`src/sv/tgpr_pkg.sv`:
```
// ----------------------------------------------------------------------------
// Text glyph pixel renderer package
// Shared constants, the queue entry type and the 5x8 font table.
// ----------------------------------------------------------------------------
package tgpr_pkg;

    // Panel and font geometry.
    localparam int PANEL_WIDTH  = 128;
    localparam int PANEL_ROWS   = 64;
    localparam int GLYPH_COUNT  = 96;
    localparam int GLYPH_COLS   = 5;
    localparam int GLYPH_ROWS   = 8;
    localparam int GLYPH_PIXELS = GLYPH_COLS * GLYPH_ROWS;
    localparam logic [7:0] FIRST_CODE = 8'h20;

    // Register map, decoded on the word address bit.
    localparam int PADDR_WIDTH = 3;
    localparam logic REG_START_ROW    = 1'b0;
    localparam logic REG_START_COLUMN = 1'b1;

    // Queue between the front and back parts (power of two depth).
    localparam int QUEUE_DEPTH = 2;
    localparam int QUEUE_AW    = $clog2(QUEUE_DEPTH);

    // One classified character waiting to be drawn.
    typedef struct packed {
        logic [7:0] row;
        logic [7:0] column;
        logic [6:0] glyph;
        logic       printable;
    } tgpr_job_t;

    // Glyph bitmap: column 0 in the top byte, bit r of a byte is row r.
    function automatic logic [GLYPH_PIXELS-1:0] font_glyph(input logic [6:0] idx);
        logic [GLYPH_PIXELS-1:0] g;
        begin
            case (idx)
                7'd0:  g = 40'h00_00_00_00_00;
                7'd1:  g = 40'h00_00_5f_00_00;
                7'd2:  g = 40'h00_07_00_07_00;
                7'd3:  g = 40'h14_7f_14_7f_14;
                7'd4:  g = 40'h24_2a_7f_2a_12;
                7'd5:  g = 40'h23_13_08_64_62;
                7'd6:  g = 40'h36_49_55_22_50;
                7'd7:  g = 40'h00_05_03_00_00;
                7'd8:  g = 40'h00_1c_22_41_00;
                7'd9:  g = 40'h00_41_22_1c_00;
                7'd10: g = 40'h14_08_3e_08_14;
                7'd11: g = 40'h08_08_3e_08_08;
                7'd12: g = 40'h00_50_30_00_00;
                7'd13: g = 40'h08_08_08_08_08;
                7'd14: g = 40'h00_60_60_00_00;
                7'd15: g = 40'h20_10_08_04_02;
                7'd16: g = 40'h3e_51_49_45_3e;
                7'd17: g = 40'h00_42_7f_40_00;
                7'd18: g = 40'h42_61_51_49_46;
                7'd19: g = 40'h21_41_45_4b_31;
                7'd20: g = 40'h18_14_12_7f_10;
                7'd21: g = 40'h27_45_45_45_39;
                7'd22: g = 40'h3c_4a_49_49_30;
                7'd23: g = 40'h01_71_09_05_03;
                7'd24: g = 40'h36_49_49_49_36;
                7'd25: g = 40'h06_49_49_29_1e;
                7'd26: g = 40'h00_36_36_00_00;
                7'd27: g = 40'h00_56_36_00_00;
                7'd28: g = 40'h08_14_22_41_00;
                7'd29: g = 40'h14_14_14_14_14;
                7'd30: g = 40'h00_41_22_14_08;
                7'd31: g = 40'h02_01_51_09_06;
                7'd32: g = 40'h32_49_79_41_3e;
                7'd33: g = 40'h7e_11_11_11_7e;
                7'd34: g = 40'h7f_49_49_49_36;
                7'd35: g = 40'h3e_41_41_41_22;
                7'd36: g = 40'h7f_41_41_22_1c;
                7'd37: g = 40'h7f_49_49_49_41;
                7'd38: g = 40'h7f_09_09_09_01;
                7'd39: g = 40'h3e_41_49_49_7a;
                7'd40: g = 40'h7f_08_08_08_7f;
                7'd41: g = 40'h00_41_7f_41_00;
                7'd42: g = 40'h20_40_41_3f_01;
                7'd43: g = 40'h7f_08_14_22_41;
                7'd44: g = 40'h7f_40_40_40_40;
                7'd45: g = 40'h7f_02_0c_02_7f;
                7'd46: g = 40'h7f_04_08_10_7f;
                7'd47: g = 40'h3e_41_41_41_3e;
                7'd48: g = 40'h7f_09_09_09_06;
                7'd49: g = 40'h3e_41_51_21_5e;
                7'd50: g = 40'h7f_09_19_29_46;
                7'd51: g = 40'h46_49_49_49_31;
                7'd52: g = 40'h01_01_7f_01_01;
                7'd53: g = 40'h3f_40_40_40_3f;
                7'd54: g = 40'h1f_20_40_20_1f;
                7'd55: g = 40'h3f_40_38_40_3f;
                7'd56: g = 40'h63_14_08_14_63;
                7'd57: g = 40'h07_08_70_08_07;
                7'd58: g = 40'h61_51_49_45_43;
                7'd59: g = 40'h00_7f_41_41_00;
                7'd60: g = 40'h02_04_08_10_20;
                7'd61: g = 40'h00_41_41_7f_00;
                7'd62: g = 40'h04_02_01_02_04;
                7'd63: g = 40'h40_40_40_40_40;
                7'd64: g = 40'h00_01_02_04_00;
                7'd65: g = 40'h20_54_54_54_78;
                7'd66: g = 40'h7f_48_44_44_38;
                7'd67: g = 40'h38_44_44_44_20;
                7'd68: g = 40'h38_44_44_48_7f;
                7'd69: g = 40'h38_54_54_54_18;
                7'd70: g = 40'h08_7e_09_01_02;
                7'd71: g = 40'h0c_52_52_52_3e;
                7'd72: g = 40'h7f_08_04_04_78;
                7'd73: g = 40'h00_44_7d_40_00;
                7'd74: g = 40'h20_40_44_3d_00;
                7'd75: g = 40'h7f_10_28_44_00;
                7'd76: g = 40'h00_41_7f_40_00;
                7'd77: g = 40'h7c_04_18_04_78;
                7'd78: g = 40'h7c_08_04_04_78;
                7'd79: g = 40'h38_44_44_44_38;
                7'd80: g = 40'h7c_14_14_14_08;
                7'd81: g = 40'h08_14_14_18_7c;
                7'd82: g = 40'h7c_08_04_04_08;
                7'd83: g = 40'h48_54_54_54_20;
                7'd84: g = 40'h04_3f_44_40_20;
                7'd85: g = 40'h3c_40_40_20_7c;
                7'd86: g = 40'h1c_20_40_20_1c;
                7'd87: g = 40'h3c_40_30_40_3c;
                7'd88: g = 40'h44_28_10_28_44;
                7'd89: g = 40'h0c_50_50_50_3c;
                7'd90: g = 40'h44_64_54_4c_44;
                7'd91: g = 40'h00_08_36_41_00;
                7'd92: g = 40'h00_00_7f_00_00;
                7'd93: g = 40'h00_41_36_08_00;
                7'd94: g = 40'h10_08_08_10_08;
                7'd95: g = 40'h00_06_09_09_06;
                default: g = '0;
            endcase
            return g;
        end
    endfunction

endpackage

```
`src/sv/tgpr_front.sv`:
```
// ----------------------------------------------------------------------------
// Text glyph pixel renderer front part
// Accepts characters, classifies them and advances the text cursor.
// ----------------------------------------------------------------------------
module tgpr_front (
    input  logic                clk,
    input  logic                rst_n,
    input  logic [7:0]          char_code,
    input  logic                first_of_message,
    input  logic                in_valid,
    output logic                in_ready,
    input  logic [5:0]          start_row,
    input  logic [6:0]          start_column,
    input  logic                q_full,
    output logic                q_push,
    output tgpr_pkg::tgpr_job_t q_wdata
);
    import tgpr_pkg::*;

    logic [7:0] cursor_row_reg;
    logic [7:0] cursor_row_next;
    logic [7:0] cursor_column_reg;
    logic [7:0] cursor_column_next;
    logic [7:0] base_row;
    logic [7:0] base_column;
    logic [7:0] advanced_column;
    logic [8:0] glyph_end;
    logic       wrap;
    logic       printable;

    // A transfer is taken whenever the queue has room.
    assign in_ready = !q_full;
    assign q_push   = in_valid && in_ready;

    // Cursor start point: reload from the start registers on a new message.
    assign base_row    = first_of_message ? {2'b00, start_row} : cursor_row_reg;
    assign base_column = first_of_message ? {1'b0, start_column} : cursor_column_reg;

    // Advance before drawing, then wrap to the next text line if needed.
    assign advanced_column = base_column + 8'(GLYPH_COLS);
    assign glyph_end       = {1'b0, advanced_column} + 9'(GLYPH_COLS);
    assign wrap            = glyph_end >= 9'(PANEL_WIDTH);

    always_comb
    begin
        cursor_row_next    = wrap ? base_row + 8'(GLYPH_ROWS) : base_row;
        cursor_column_next = wrap ? {1'b0, start_column} : advanced_column;
    end

    // Printable codes are 0x20 through 0x7F.
    assign printable = (char_code[7] == 1'b0) && (char_code[6:5] != 2'b00);

    always_comb
    begin
        q_wdata.row       = cursor_row_next;
        q_wdata.column    = cursor_column_next;
        q_wdata.glyph     = char_code[6:0] - FIRST_CODE[6:0];
        q_wdata.printable = printable;
    end

    // Cursor state.
    always_ff @(posedge clk or negedge rst_n)
    begin
        if (!rst_n)
        begin
            cursor_row_reg    <= '0;
            cursor_column_reg <= '0;
        end
        else if (q_push)
        begin
            cursor_row_reg    <= cursor_row_next;
            cursor_column_reg <= cursor_column_next;
        end
    end

endmodule

```
`config.mk`:
```
export PLATFORM = sky130hd
export DESIGN_NAME = tgpr_front
export DESIGN_NICKNAME = d
export VERILOG_FILES = /design/src/sv/tgpr_pkg.sv /design/src/sv/tgpr_front.sv
export SDC_FILE = /design/constraint.sdc
export NUM_CORES = 1
export LEC_CHECK = 0
export ABC_AREA = 0
export BUFFER_PORTS_ARGS = -buffer_cell sky130_fd_sc_hd__buf_4
export CAP_MARGIN = 20
export CORE_MARGIN = 3
export CORE_UTILIZATION = 45
export DETAILED_ROUTE_END_ITERATION = 8
export GPL_ROUTABILITY_DRIVEN = 0
export PLACE_DENSITY = 0.85
export SLEW_MARGIN = 25
export SYNTH_ARGS = -nofsm -noshare
export SYNTH_HDL_FRONTEND = slang
export SYNTH_SLANG_ARGS = --single-unit
```
`constraint.sdc`:
```
create_clock -name clk -period 3.4 [get_ports clk]
set_input_delay 0.17 -clock clk [delete_from_list [all_inputs] [get_ports clk]]
set_output_delay 0.17 -clock clk [all_outputs]
set_load 0.05 [all_outputs]
```
==> impl_metrics.py <==
metrics = {
    "outcome": {
        "status": "finished with violations",
        "violations": "setup timing",
    },
    "final_layout": {
        "n_antenna_cell": 0,
        "layout-drive-gt1-share_pct": 42.46,
        "fin_nets": 285,
        "final_util_pct": 72.73,
        "design_area_um2": 2330,
        "fin_cells": 296,
        "syn_to_final_growth_pct": 47.66,
        "fillers": 248,
    },
    "detailed_routing": {
        "viasPerCell": 5.500,
        "wire_per_inst_um": 14.54,
        "ant_nets": 0,
        "drc": 0,
        "wirelength_mm": 4.304,
        "drtIter0Drc": 64,
        "vias": 1628,
        "firstDrtPassIters": 4,
    },
    "synth": {
        "avgSynthCellArea_um2": 7.850,
        "syn_area_um2": 1578,
        "synth-seq-area-share_pct": 25.38,
        "synth_seq_cells": 16,
        "yosys_warnings": 0,
        "ys.flop_type": "dfrtp_1",
        "synth_edf_count": 0,
        "syn_nets": 233,
        "yosysUniqueCellTypes": 46,
        "netlist_instances": 201,
        "synth_async_sr_flop_share_pct": 100.0,
    },
    "floorplan": {
        "start_util_pct": 49.26,
        "die_h_um": 65.21,
        "io_pins": 52,
        "die_w_um": 65.21,
        "std_cell_rows": 20,
        "dieArea_um2": 4252,
        "core-area_um2": 3203,
    },
    "global_routing": {
        "grt_pass1_vias": 1572,
        "grt_pass1_wl_mm": 6.844,
        "track_usage_pct": 19.94,
        "overflow": 0,
        "grt_max_degree": 32,
        "antenna_found_initial": 0,
    },
    "worst_hold_path": {
        "min_path_cells": 4,
        "min_to": "cursor_row_reg[0]$_DFFE_PN0P_",
        "hold_class": "in2reg",
        "hp-start": "start_row[0]",
    },
    "sta": {
        "whs_ns": 0.2185,
        "fmax_ghz": 0.2862,
        "worst_pin_slew_ns": 0.5516,
        "finalCriticalPeriod_ns": 3.494,
        "hold_violations": 0,
        "setup_viol": 8,
        "fin_crit_sh_pct": 102.8,
        "final-max-slew-violation-count": 0,
        "worst_slack_ns": -0.09419,
        "slew_headroom_pct": 63.00,
        "finClkSkew_ns": 0.004263,
        "rsz0062_at_grt": "yes",
    },
    "place": {
        "portBuffers": 41,
        "dp_cells": 283,
        "placed_cell_area_um2": 2096,
        "dp_hpwl_mm": 2.977,
    },
    "clock_tree": {
        "cts_buffer_depth": 2,
        "htreeDepth": 1,
        "cts_buffers": 3,
        "cts_root_buf": "clkbuf_4",
        "cts_sinks": 16,
        "clk_pin_slew_ns": 0.10,
        "clkLatencyLatePin_ns": 0.29,
        "cts_tree": "built",
    },
    "worst_setup_path": {
        "path_delay_family": "compound AO/OA/AOI/OAI gates",
        "cp_cell_sequence": "mux2_4 -> ha_4 -> a211oi_4 -> a211oi_4 -> o21ai_0 -> nand3_1 -> a221oi_2 -> mux2_4 -> or3_4 -> xnor2_4 -> buf_6",
        "end_kind": "primary output",
        "critPathBufInv": 1,
        "regToRegStartpoint": "cursor_column_reg[1]$_DFFE_PN0P_",
        "crit_type": "reg2out",
        "crit_arrival_ns": 3.32,
        "reg2reg_to": "cursor_row_reg[5]$_DFFE_PN0P_",
        "r2r_slack_ns": 0.03,
        "worstPathRequired_ns": 3.23,
        "crit_fanout": 6,
        "cpMaxStageDelayCell": "dfrtp_1",
        "slowest_delay_ns": 0.40,
        "rr_worst_depth": 12,
        "critPathLaunchType": "register",
    },
    "pwr": {
        "powerDensity_nw_per_um2": 672.4,
        "ir_drop_v": 0.0004178,
        "cellLeakagePower_nw": 1.069,
    },
    "run": {
        "cap_violations": 0,
    },
}
[synth_stat cells (all sizes together) (4+ instances only)]
library cell / n / area share [%]
nor2: 21 / 5.0
ha: 6 / 4.8
a21oi: 15 / 5.0
clkbuf: 5 / 1.2
mux2: 15 / 11
o21ai: 5 / 1.6
dfrtp: 16 / 25
nor2b: 5 / 2.0
nand4: 4 / 1.6
inv: 10 / 2.4
buf: 11 / 5.0
nand2: 36 / 8.6
xnor2: 7 / 3.9
mux2i: 4 / 2.5
[stage by stage]
step	power, W	setup slack (ns)	TNS (ns)
floorplan	0.001063	-0.1009	-0.3334
global placement	0.001285	0.1720	0
detailed placement	0.001302	0.09309	0
CTS	0.001480	-0.1449	-0.8581
global route	0.001664	-0.3187	-2.793
finish	0.001567	-0.09419	-0.3697
[cell usage in the layout, fill, tap and decap left out, drive strengths merged]
master	count
nand2	36
clkinv	1
dfrtp	16
xor2	2
a211o	1
xnor2	7
or2	2
o22ai	2
nor3	2
buf	62
a21o	2
o211ai	1
clkbuf	4
nand4	4
and3	1
maj3	2
nand2b	2
a21oi	15
o31ai	1
a221oi	2
and2	2
nor2b	5
nor4	3
a221o	1
a41oi	1
a32o	1
nor2	21
o22a	1
inv	10
ha	6
a211oi	2
nand3	3
a31oi	3
dlygate4sd3	1
o21ai	5
or3	2
o2111ai	1
mux2	15
mux2i	4
[power by group]
part	switching (W)	internal (W)
combinational	0.000658	0.000487
clock	0.0000642	0.0000652
sequential	0.0000439	0.000248
total	0.000766	0.000800
[how the worst max path moves through the flow]
stage | startpoint | to | slack [ns] | depth (start not counted)
2_1_floorplan | first_of_message | cursor_row_reg[5]$_DFFE_PN0P_ | -0.10 | 15
3_3_place_gp | cursor_column_reg[2]$_DFFE_PN0P_ | cursor_row_reg[5]$_DFFE_PN0P_ | 0.17 | 12
6_report | cursor_column_reg[1]$_DFFE_PN0P_ | q_wdata[22] | -0.09 | 11
5_1_grt | cursor_column_reg[1]$_DFFE_PN0P_ | q_wdata[22] | -0.32 | 11
3_5_place_dp | cursor_column_reg[1]$_DFFE_PN0P_ | cursor_row_reg[5]$_DFFE_PN0P_ | 0.09 | 11
4_1_cts | cursor_column_reg[1]$_DFFE_PN0P_ | q_wdata[9] | -0.14 | 13
[kinds of logic (layout without fill, tap and decap cells)]
logic type | count (synthesis) | after routing | synth area share (%)
simple gates | 83 | 83 | 23.79
compound gates | 39 | 39 | 17.05
buf+inv | 27 | 78 | 8.802
mux | 19 | 19 | 13.96
flops | 16 | 16 | 25.38
xor+xnor | 9 | 9 | 4.996
fa+ha+maj | 8 | 8 | 6.027
[worst register-to-register path, stage by stage, from the launching register on]
cell and delay [ns]:
dfrtp_1 0.40, mux2_4 0.31, ha_4 0.19, a211oi_4 0.35, a211oi_4 0.07, o21ai_0 0.19, nand3_1 0.13, a221oi_2 0.34
mux2_4 0.38, or2_4 0.29, buf_6 0.12, mux2_4 0.28, a211o_1 0.22
[repair_timing]
action                                  in CTS  in global routing
endpoints found under the hold margin       16                  0
pin swaps                                    6                  4
hold buffers                                 1                  0
buffers inserted                             5                  3
resized for setup                            9                 21
endpoints found under the setup margin      10                 13
[layout make-up]
class,count,area (um2),area share (%)
clock buffer,4,36.28,1.557
inverter,11,41.29,1.772
multi-input combinational,158,1257,53.97
sequential,16,400.4,17.19
tap,44,55.05,2.363
timing repair buffer,63,539.3,23.15
[layer usage]
layer	part of all wire (%)	up-vias	wire, um	track usage, %
li1	-	792	-	-
met1	42	768	1824	24.71
met2	50	58	2163	35.15
met3	6.0	10	258	4.103
met4	1.3	0	58	4.922
met5	0	-	0	0
Power figures use the tool's default switching activity.
