==> config.mk <==
export PLATFORM = sky130hd
export DESIGN_NAME = tgpr_queue
export DESIGN_NICKNAME = d
export VERILOG_FILES = /design/src/sv/tgpr_pkg.sv /design/src/sv/tgpr_queue.sv
export SDC_FILE = /design/constraint.sdc
export NUM_CORES = 1
export LEC_CHECK = 0
export BUFFER_PORTS_ARGS = -buffer_cell sky130_fd_sc_hd__buf_2
export CORE_MARGIN = 2
export CORE_UTILIZATION = 30
export CTS_CLUSTER_SIZE = 10
export DETAILED_ROUTE_END_ITERATION = 7
export PLACE_DENSITY_LB_ADDON = 0.2
export SYNTH_ARGS = -nofsm -noshare
export SYNTH_HDL_FRONTEND = slang
export SYNTH_SLANG_ARGS = --single-unit
==> constraint.sdc <==
create_clock -name clk -period 2.5 [get_ports clk]
set_input_delay 0.25 -clock clk [delete_from_list [all_inputs] [get_ports clk]]
set_output_delay 0.25 -clock clk [all_outputs]
set_load 0.01 [all_outputs]
==> src/sv/tgpr_pkg.sv <==
// ----------------------------------------------------------------------------
// Text glyph pixel renderer package
// Shared constants, the queue entry type and the 5x8 font table.
// ----------------------------------------------------------------------------
package tgpr_pkg;

    // Panel and font geometry.
    localparam int PANEL_WIDTH  = 128;
    localparam int PANEL_ROWS   = 64;
    localparam int GLYPH_COUNT  = 96;
    localparam int GLYPH_COLS   = 5;
    localparam int GLYPH_ROWS   = 8;
    localparam int GLYPH_PIXELS = GLYPH_COLS * GLYPH_ROWS;
    localparam logic [7:0] FIRST_CODE = 8'h20;

    // Register map, decoded on the word address bit.
    localparam int PADDR_WIDTH = 3;
    localparam logic REG_START_ROW    = 1'b0;
    localparam logic REG_START_COLUMN = 1'b1;

    // Queue between the front and back parts (power of two depth).
    localparam int QUEUE_DEPTH = 2;
    localparam int QUEUE_AW    = $clog2(QUEUE_DEPTH);

    // One classified character waiting to be drawn.
    typedef struct packed {
        logic [7:0] row;
        logic [7:0] column;
        logic [6:0] glyph;
        logic       printable;
    } tgpr_job_t;

    // Glyph bitmap: column 0 in the top byte, bit r of a byte is row r.
    function automatic logic [GLYPH_PIXELS-1:0] font_glyph(input logic [6:0] idx);
        logic [GLYPH_PIXELS-1:0] g;
        begin
            case (idx)
                7'd0:  g = 40'h00_00_00_00_00;
                7'd1:  g = 40'h00_00_5f_00_00;
                7'd2:  g = 40'h00_07_00_07_00;
                7'd3:  g = 40'h14_7f_14_7f_14;
                7'd4:  g = 40'h24_2a_7f_2a_12;
                7'd5:  g = 40'h23_13_08_64_62;
                7'd6:  g = 40'h36_49_55_22_50;
                7'd7:  g = 40'h00_05_03_00_00;
                7'd8:  g = 40'h00_1c_22_41_00;
                7'd9:  g = 40'h00_41_22_1c_00;
                7'd10: g = 40'h14_08_3e_08_14;
                7'd11: g = 40'h08_08_3e_08_08;
                7'd12: g = 40'h00_50_30_00_00;
                7'd13: g = 40'h08_08_08_08_08;
                7'd14: g = 40'h00_60_60_00_00;
                7'd15: g = 40'h20_10_08_04_02;
                7'd16: g = 40'h3e_51_49_45_3e;
                7'd17: g = 40'h00_42_7f_40_00;
                7'd18: g = 40'h42_61_51_49_46;
                7'd19: g = 40'h21_41_45_4b_31;
                7'd20: g = 40'h18_14_12_7f_10;
                7'd21: g = 40'h27_45_45_45_39;
                7'd22: g = 40'h3c_4a_49_49_30;
                7'd23: g = 40'h01_71_09_05_03;
                7'd24: g = 40'h36_49_49_49_36;
                7'd25: g = 40'h06_49_49_29_1e;
                7'd26: g = 40'h00_36_36_00_00;
                7'd27: g = 40'h00_56_36_00_00;
                7'd28: g = 40'h08_14_22_41_00;
                7'd29: g = 40'h14_14_14_14_14;
                7'd30: g = 40'h00_41_22_14_08;
                7'd31: g = 40'h02_01_51_09_06;
                7'd32: g = 40'h32_49_79_41_3e;
                7'd33: g = 40'h7e_11_11_11_7e;
                7'd34: g = 40'h7f_49_49_49_36;
                7'd35: g = 40'h3e_41_41_41_22;
                7'd36: g = 40'h7f_41_41_22_1c;
                7'd37: g = 40'h7f_49_49_49_41;
                7'd38: g = 40'h7f_09_09_09_01;
                7'd39: g = 40'h3e_41_49_49_7a;
                7'd40: g = 40'h7f_08_08_08_7f;
                7'd41: g = 40'h00_41_7f_41_00;
                7'd42: g = 40'h20_40_41_3f_01;
                7'd43: g = 40'h7f_08_14_22_41;
                7'd44: g = 40'h7f_40_40_40_40;
                7'd45: g = 40'h7f_02_0c_02_7f;
                7'd46: g = 40'h7f_04_08_10_7f;
                7'd47: g = 40'h3e_41_41_41_3e;
                7'd48: g = 40'h7f_09_09_09_06;
                7'd49: g = 40'h3e_41_51_21_5e;
                7'd50: g = 40'h7f_09_19_29_46;
                7'd51: g = 40'h46_49_49_49_31;
                7'd52: g = 40'h01_01_7f_01_01;
                7'd53: g = 40'h3f_40_40_40_3f;
                7'd54: g = 40'h1f_20_40_20_1f;
                7'd55: g = 40'h3f_40_38_40_3f;
                7'd56: g = 40'h63_14_08_14_63;
                7'd57: g = 40'h07_08_70_08_07;
                7'd58: g = 40'h61_51_49_45_43;
                7'd59: g = 40'h00_7f_41_41_00;
                7'd60: g = 40'h02_04_08_10_20;
                7'd61: g = 40'h00_41_41_7f_00;
                7'd62: g = 40'h04_02_01_02_04;
                7'd63: g = 40'h40_40_40_40_40;
                7'd64: g = 40'h00_01_02_04_00;
                7'd65: g = 40'h20_54_54_54_78;
                7'd66: g = 40'h7f_48_44_44_38;
                7'd67: g = 40'h38_44_44_44_20;
                7'd68: g = 40'h38_44_44_48_7f;
                7'd69: g = 40'h38_54_54_54_18;
                7'd70: g = 40'h08_7e_09_01_02;
                7'd71: g = 40'h0c_52_52_52_3e;
                7'd72: g = 40'h7f_08_04_04_78;
                7'd73: g = 40'h00_44_7d_40_00;
                7'd74: g = 40'h20_40_44_3d_00;
                7'd75: g = 40'h7f_10_28_44_00;
                7'd76: g = 40'h00_41_7f_40_00;
                7'd77: g = 40'h7c_04_18_04_78;
                7'd78: g = 40'h7c_08_04_04_78;
                7'd79: g = 40'h38_44_44_44_38;
                7'd80: g = 40'h7c_14_14_14_08;
                7'd81: g = 40'h08_14_14_18_7c;
                7'd82: g = 40'h7c_08_04_04_08;
                7'd83: g = 40'h48_54_54_54_20;
                7'd84: g = 40'h04_3f_44_40_20;
                7'd85: g = 40'h3c_40_40_20_7c;
                7'd86: g = 40'h1c_20_40_20_1c;
                7'd87: g = 40'h3c_40_30_40_3c;
                7'd88: g = 40'h44_28_10_28_44;
                7'd89: g = 40'h0c_50_50_50_3c;
                7'd90: g = 40'h44_64_54_4c_44;
                7'd91: g = 40'h00_08_36_41_00;
                7'd92: g = 40'h00_00_7f_00_00;
                7'd93: g = 40'h00_41_36_08_00;
                7'd94: g = 40'h10_08_08_10_08;
                7'd95: g = 40'h00_06_09_09_06;
                default: g = '0;
            endcase
            return g;
        end
    endfunction

endpackage

==> src/sv/tgpr_queue.sv <==
// ----------------------------------------------------------------------------
// Text glyph pixel renderer job queue
// Short first-in first-out queue between the front and back parts.
// ----------------------------------------------------------------------------
module tgpr_queue (
    input  logic                clk,
    input  logic                rst_n,
    input  logic                push,
    input  tgpr_pkg::tgpr_job_t wdata,
    input  logic                pop,
    output tgpr_pkg::tgpr_job_t rdata,
    output logic                full,
    output logic                empty
);
    import tgpr_pkg::*;

    tgpr_job_t           entry_reg [QUEUE_DEPTH];
    logic [QUEUE_AW-1:0] wr_ptr_reg;
    logic [QUEUE_AW-1:0] rd_ptr_reg;
    logic [QUEUE_AW:0]   count_reg;
    logic [QUEUE_AW:0]   count_next;

    assign full  = count_reg == (QUEUE_AW+1)'(QUEUE_DEPTH);
    assign empty = count_reg == '0;
    assign rdata = entry_reg[rd_ptr_reg];

    always_comb
    begin
        count_next = count_reg;
        if (push && !pop)
        begin
            count_next = count_reg + 1'b1;
        end
        else if (pop && !push)
        begin
            count_next = count_reg - 1'b1;
        end
    end

    // Pointers wrap naturally since the depth is a power of two.
    always_ff @(posedge clk or negedge rst_n)
    begin
        if (!rst_n)
        begin
            wr_ptr_reg <= '0;
            rd_ptr_reg <= '0;
            count_reg  <= '0;
        end
        else
        begin
            count_reg <= count_next;
            if (push)
            begin
                wr_ptr_reg <= wr_ptr_reg + 1'b1;
            end
            if (pop)
            begin
                rd_ptr_reg <= rd_ptr_reg + 1'b1;
            end
        end
    end

    // Entry storage.
    always_ff @(posedge clk)
    begin
        if (push)
        begin
            entry_reg[wr_ptr_reg] <= wdata;
        end
    end

endmodule

==> results of run 1 <==
metrics by stage:
| stage | total power [mW] | hold slack, ns |
|---|---|---|
| 2_1_floorplan | 1.900 | -0.04559 |
| 3_3_place_gp | 2.119 | 0.05980 |
| 3_5_place_dp | 2.141 | 0.06702 |
| 4_1_cts | 2.582 | 0.1316 |
| 5_1_grt | 2.675 | 0.1292 |
| 6_report | 2.526 | 0.1437 |
area by class of cell:
cell class | count | area (µm²)
multi-input cells | 35 | 426.7
well taps | 77 | 96.34
fillers | 597 | 3969
clock buffers | 8 | 80.08
flip-flops and latches | 52 | 1541
repair buffers | 58 | 305.3
inverters | 1 | 3.754
cells in the final DEF, fill, tap and decap left out, types with 2 or more instances in the layout:
cell and n:
buf_2 53, buf_4 4, clkbuf_1 3, clkbuf_8 5
dfrtp_1 4, edfxtp_1 48, mux2_2 5, mux2_4 19
nor2_1 2, xor2_1 4
path summary, 6_finish.rpt:
kind / from / endpoint / slack [ns] / cells past startpoint
worst min-delay path: wdata[13] / entry_reg[1][13]$_DFFE_PP_ / 0.14 / 1
worst max register to register: wr_ptr_reg$_DFFE_PN0P_ / entry_reg[0][17]$_DFFE_PP_ / 0.93 / 2
worst max-delay path: rd_ptr_reg$_DFFE_PN0P_ / rdata[5] / 0.66 / 3
max in group asynchronous: rst_n / rd_ptr_reg$_DFFE_PN0P_ / 2.08 / 2
worst min register to register: count_reg[1]$_DFFE_PN0P_ / count_reg[1]$_DFFE_PN0P_ / 0.50 / 1
min in group asynchronous: rst_n / count_reg[0]$_DFFE_PN0P_ / 0.30 / 2
routing by layer:
| metal | wire length [µm] | part of all wire (%) | track usage (%) | vias up |
|---|---|---|---|---|
| met1 | 1368 | 42 | 11.73 | 470 |
| met2 | 1514 | 47 | 14.02 | 40 |
| met5 | 0 | 0 | 0 | - |
| li1 | - | - | - | 465 |
| met4 | 27 | 0.84 | 3.030 | 0 |
| met3 | 319 | 9.9 | 4.139 | 5 |
power by group through the flow:
stage                     clock network, mW  registers, mW  logic [mW]
final                                 0.430           1.24       0.855
after global routing                  0.489           1.26       0.921
after CTS                             0.454           1.25       0.881
after detailed placement                  0           1.27       0.874
after global placement                    0           1.26       0.862
after floorplan                           0           1.23       0.670
logic make-up (layout without fill, tap and decap cells):
family | count (synthesis) | in the layout
adder cells (fa/ha/maj) | 1 | 1
multiplexers | 24 | 24
XOR/XNOR | 5 | 5
AND/OR/NAND/NOR | 5 | 5
flip-flops | 52 | 52
buffers and inverters | 4 | 67
worst max-delay path, stage by stage (launching register included):
cell,delay [ns]
dfrtp_1,0.53
buf_4,0.31
mux2_4,0.32
buf_2,0.14
timing repair:
item,in CTS,in global routing
hold endpoints to repair,4,0
hold buffers,1,0
setup endpoints to repair,0,0
==> flow_summary.ini, run 1 <==
[timing]
setup_ws_ns = 0.6604
finalClockSkew_ns = 0.003481
worst_pin_slew_ns = 0.5902
fmaxAchievable_mhz = 543.6
rsz0062_at_grt = false
tns_ns = 0
setup_viol = 0
drv_slew = 0
slew_headroom_pct = 60.48
hold_violations = 0
fin_crit_sh_pct = 73.58
min_period_ns = 1.840

[pwr]
p_seq_share_pct = 49.1
power.density_nw_per_um2 = 1030
p_sw_share_pct = 28.32
p_leak_nw = 0.9921
p_sw_uw = 715.4
ir_drop_uv = 538.9
intPower_mw = 1.811
p_clk_share_pct = 17.0
p_comb_share_pct = 33.9

[floorplanning]
io-pin-count = 54
dieWidth_um = 86.07
core-area_um2 = 6422
die-height_um = 86.07
dieArea_um2 = 7408
rows = 29
start_util_pct = 31.46

[outcome]
status = finished, final reports clean

[final_layout]
n_antenna_cell = 0
fin_nets = 182
final_util_pct = 38.20
drive_gt1_share_pct = 56.49
final_area_um2 = 2454
syn_to_final_growth_pct = 21.42
finalNonFillerCells = 231
largest_register_ffs = 48

[synth]
synth_top_area_cell = edfxtp_1
yosysMostFrequentCell = edfxtp_1
synthAdderAreaFrac_pct = 0.6192
synth_xor_area_share_pct = 2.167
synthSimpleGateAreaFrac_pct = 1.300
synth_compound_gate_area_share_pct = 0
synth_common_cells = 48 x edfxtp_1, 19 x mux2_4, 5 x mux2_2
synth-edff-count = 48
synth_mux_area_share_pct = 16.90
synth_top_family_by_area = multiplexers
synth_area_leaders = edfxtp_1 71%, mux2_4 14%, dfrtp_1 5.0%
ys_ff_latch = 52
ys_warn_count = 0
syn_avg_cell_area_um2 = 22.21
ys.flop_type = edfxtp_1
yosysTopAreaCellShare_pct = 71.33
ys_seq_area_share_pct = 76.28
synthArstFlopShare_pct = 7.692
synth_cell_types = 13
syn_nets = 120
syn_area_um2 = 2021
syn_inst = 91

[clock_tree]
cts_setup_buffers = 0
clockBufferDepth = 2
htreeDepth = 2
cts.sinks = 52
insertion_delay_ns = 0.29
cts-root-buf = clkbuf_8
cts_tree = built
numCtsBuffers = 5
clk_pin_slew_ns = 0.08
ctsResizeCount = 0

[grt]
grt_overflow = 0
grt_pass1_vias = 1048
grt_max_degree = 21
grt_pass1_wl_um = 5250
antenna_found_initial = 0
track_usage_pct = 9.215

[detailed_routing]
vias = 980
wl_per_cell_um = 13.98
drc_errors = 0
drt_iter0_drc = 35
ant_nets = 0
wl_um = 3229
routed_via_density = 4.242
drt_first_pass_iters = 3

[place]
dp_hpwl_um = 2359
place_congestion = 0.7100
dp_slack_ns = 0.8951
place_inst = 222
place_area_um2 = 2364
io_buffers = 53

[critical_path]
endpoint_kind = primary output
cp-start-kind = flip-flop
arrival_ns = 1.59
crit_path_max_fanout = 11
crit_required_ns = 2.25
critPathKind = flip-flop to primary output

[flow_run]
max-cap-violations = 0

[min_path]
hold_class = primary input to flip-flop
(Power assumes the default switching activity.)
==> run 2, diff against run 1 <==
==> constraint.sdc (replaced) <==
create_clock -name clk -period 1.9 [get_ports clk]
set_input_delay 0.19 -clock clk [delete_from_list [all_inputs] [get_ports clk]]
set_output_delay 0.19 -clock clk [all_outputs]
set_load 0.01 [all_outputs]
==> run 2 against run 1 <==
Compared with the run above: clock power is 68% higher; total power grew 39%; count of clock-buffer cells in the layout fell by 3; critical path type unchanged; critical endpoint is now rdata[3]; largest cell class unchanged; largest power group unchanged; highest routed layer unchanged.
==> flow_summary.ini, run 2 (synthesized netlist as in run 1, its figures left out) <==
[clock_tree]
htreeDepth = 2
clk_pin_slew_ns = 0.09
insertion_delay_ns = 0.30
cts.sinks = 52
numCtsBuffers = 5
cts_tree = built
cts-root-buf = clkbuf_8
clockBufferDepth = 2

[timing]
setup_ws_ns = 0.2493
drv_slew = 0
min_period_ns = 1.651
worst_pin_slew_ns = 0.3002
finalClockSkew_ns = 0.008260
rsz0062_at_grt = false
fin_crit_sh_pct = 86.88
hold_violations = 0
setup_viol = 0
fmaxAchievable_mhz = 605.8
holdWs_ns = 0.07491
slew_headroom_pct = 79.89
tns_ns = 0

[min_path]
worstHoldEndpoint = entry_reg[1][20]$_DFFE_PP_
hp-start = wdata[20]
hold_depth = 1
hold_class = primary input to flip-flop

[floorplanning]
die-height_um = 86.07
dieArea_um2 = 7408
dieWidth_um = 86.07
core-area_um2 = 6422
io-pin-count = 54
rows = 29
start_util_pct = 31.46

[critical_path]
critPathKind = flip-flop to primary output
crit_required_ns = 1.71
path_cells = buf_4 > mux2_2 > buf_2
crit_path_max_fanout = 17
max_stage_delay_ns = 0.37
arrival_ns = 1.46
cp-start-kind = flip-flop
r2r-start = wr_ptr_reg$_DFFE_PN0P_
rr_worst_depth = 2
r2r_slack_ns = 0.59
r2r-end = entry_reg[0][5]$_DFFE_PP_
cp_slowest_cell = mux2_2
endpoint_kind = primary output

[place]
place_area_um2 = 2384
dp_slack_ns = 0.5488
dp_hpwl_um = 2316
io_buffers = 53
place_congestion = 0.7119
place_inst = 223

[pwr]
ir_drop_uv = 679.0
power_mw = 3.502
p_leak_nw = 1.016
power.density_nw_per_um2 = 1398

[detailed_routing]
drt_iter0_drc = 31
wl_per_cell_um = 13.58
drt_first_pass_iters = 3
routed_via_density = 4.233
drc_errors = 0
ant_nets = 0
vias = 982
wl_um = 3150

[final_layout]
n_antenna_cell = 0
syn_to_final_growth_pct = 23.96
final_util_pct = 39.00
drive_gt1_share_pct = 58.71
fillCellCount = 592
final_common_cell = buf_2
register_area_um2 = 1541
final_area_um2 = 2505
most-common-layout-cells = 53 x buf_2, 48 x edfxtp_1, 19 x mux2_4
multi_input_area_um2 = 426.7
finalNonFillerCells = 232
largest_register_ffs = 48
fin_nets = 183

[outcome]
status = finished, final reports clean

[grt]
grt_pass1_wl_um = 4830
antenna_found_initial = 0
grt_pass1_vias = 1036
grt_overflow = 0
track_usage_pct = 8.779
grt_max_degree = 21

[flow_run]
max-cap-violations = 0
## run 2: cell types whose count changed in the layout (fill, tap and decap cells not counted), sizes merged
cell and delta:
buf +1, bufinv +1, clkbuf -3, clkinv +1, clkinvlp +1
## run 2: how the worst max path moves through the flow
stage | start | to | slack [ns] | cells after the start
2_1_floorplan | wr_ptr_reg$_DFFE_PN0P_ | entry_reg[0][0]$_DFFE_PP_ | 0.002 | 1
3_3_place_gp | rd_ptr_reg$_DFFE_PN0P_ | rdata[4] | 0.59 | 3
3_5_place_dp | rd_ptr_reg$_DFFE_PN0P_ | rdata[3] | 0.55 | 3
4_1_cts | rd_ptr_reg$_DFFE_PN0P_ | rdata[3] | 0.21 | 3
5_1_grt | rd_ptr_reg$_DFFE_PN0P_ | rdata[3] | 0.18 | 3
6_report | rd_ptr_reg$_DFFE_PN0P_ | rdata[3] | 0.25 | 3
## run 2: report_power, final
| part | total (mW) | switching (mW) | leakage, nW | internal [mW] |
|---|---|---|---|---|
| Clock | 0.722 | 0.332 | 0.0541 | 0.389 |
| Sequential | 1.61 | 0.0793 | 0.497 | 1.53 |
| Combinational | 1.17 | 0.557 | 0.464 | 0.617 |
| Total | 3.50 | 0.969 | 1.02 | 2.53 |
## run 2: routing by layer
metal  GRT usage [%]  part of all wire [%]
met1           9.850                    43
met2           14.16                    48
met3           3.657                   8.8
met4           4.762                  0.44
met5               0                     0
## run 2: layout make-up
class / count / share of cell area (%)
Clock buffer: 5 / 2.747
Tap cell: 77 / 3.846
Clock inverter: 3 / 1.698
Multi-Input combinational cell: 35 / 17.03
Sequential cell: 52 / 61.54
Timing Repair Buffer: 59 / 12.99
Inverter: 1 / 0.1499
## run 2: what timing repair did
item,CTS,global route
hold buffers,1,0
hold endpoints to repair,4,0
buffers inserted,0,0
resized for setup,0,0
## run 2: worst max-delay path: cells and delay by family (launching register included)
| family | cells | cell delay (ns) |
|---|---|---|
| mux | 1 | 0.37 |
| buf+inv | 2 | 0.43 |
| flops | 1 | 0.35 |
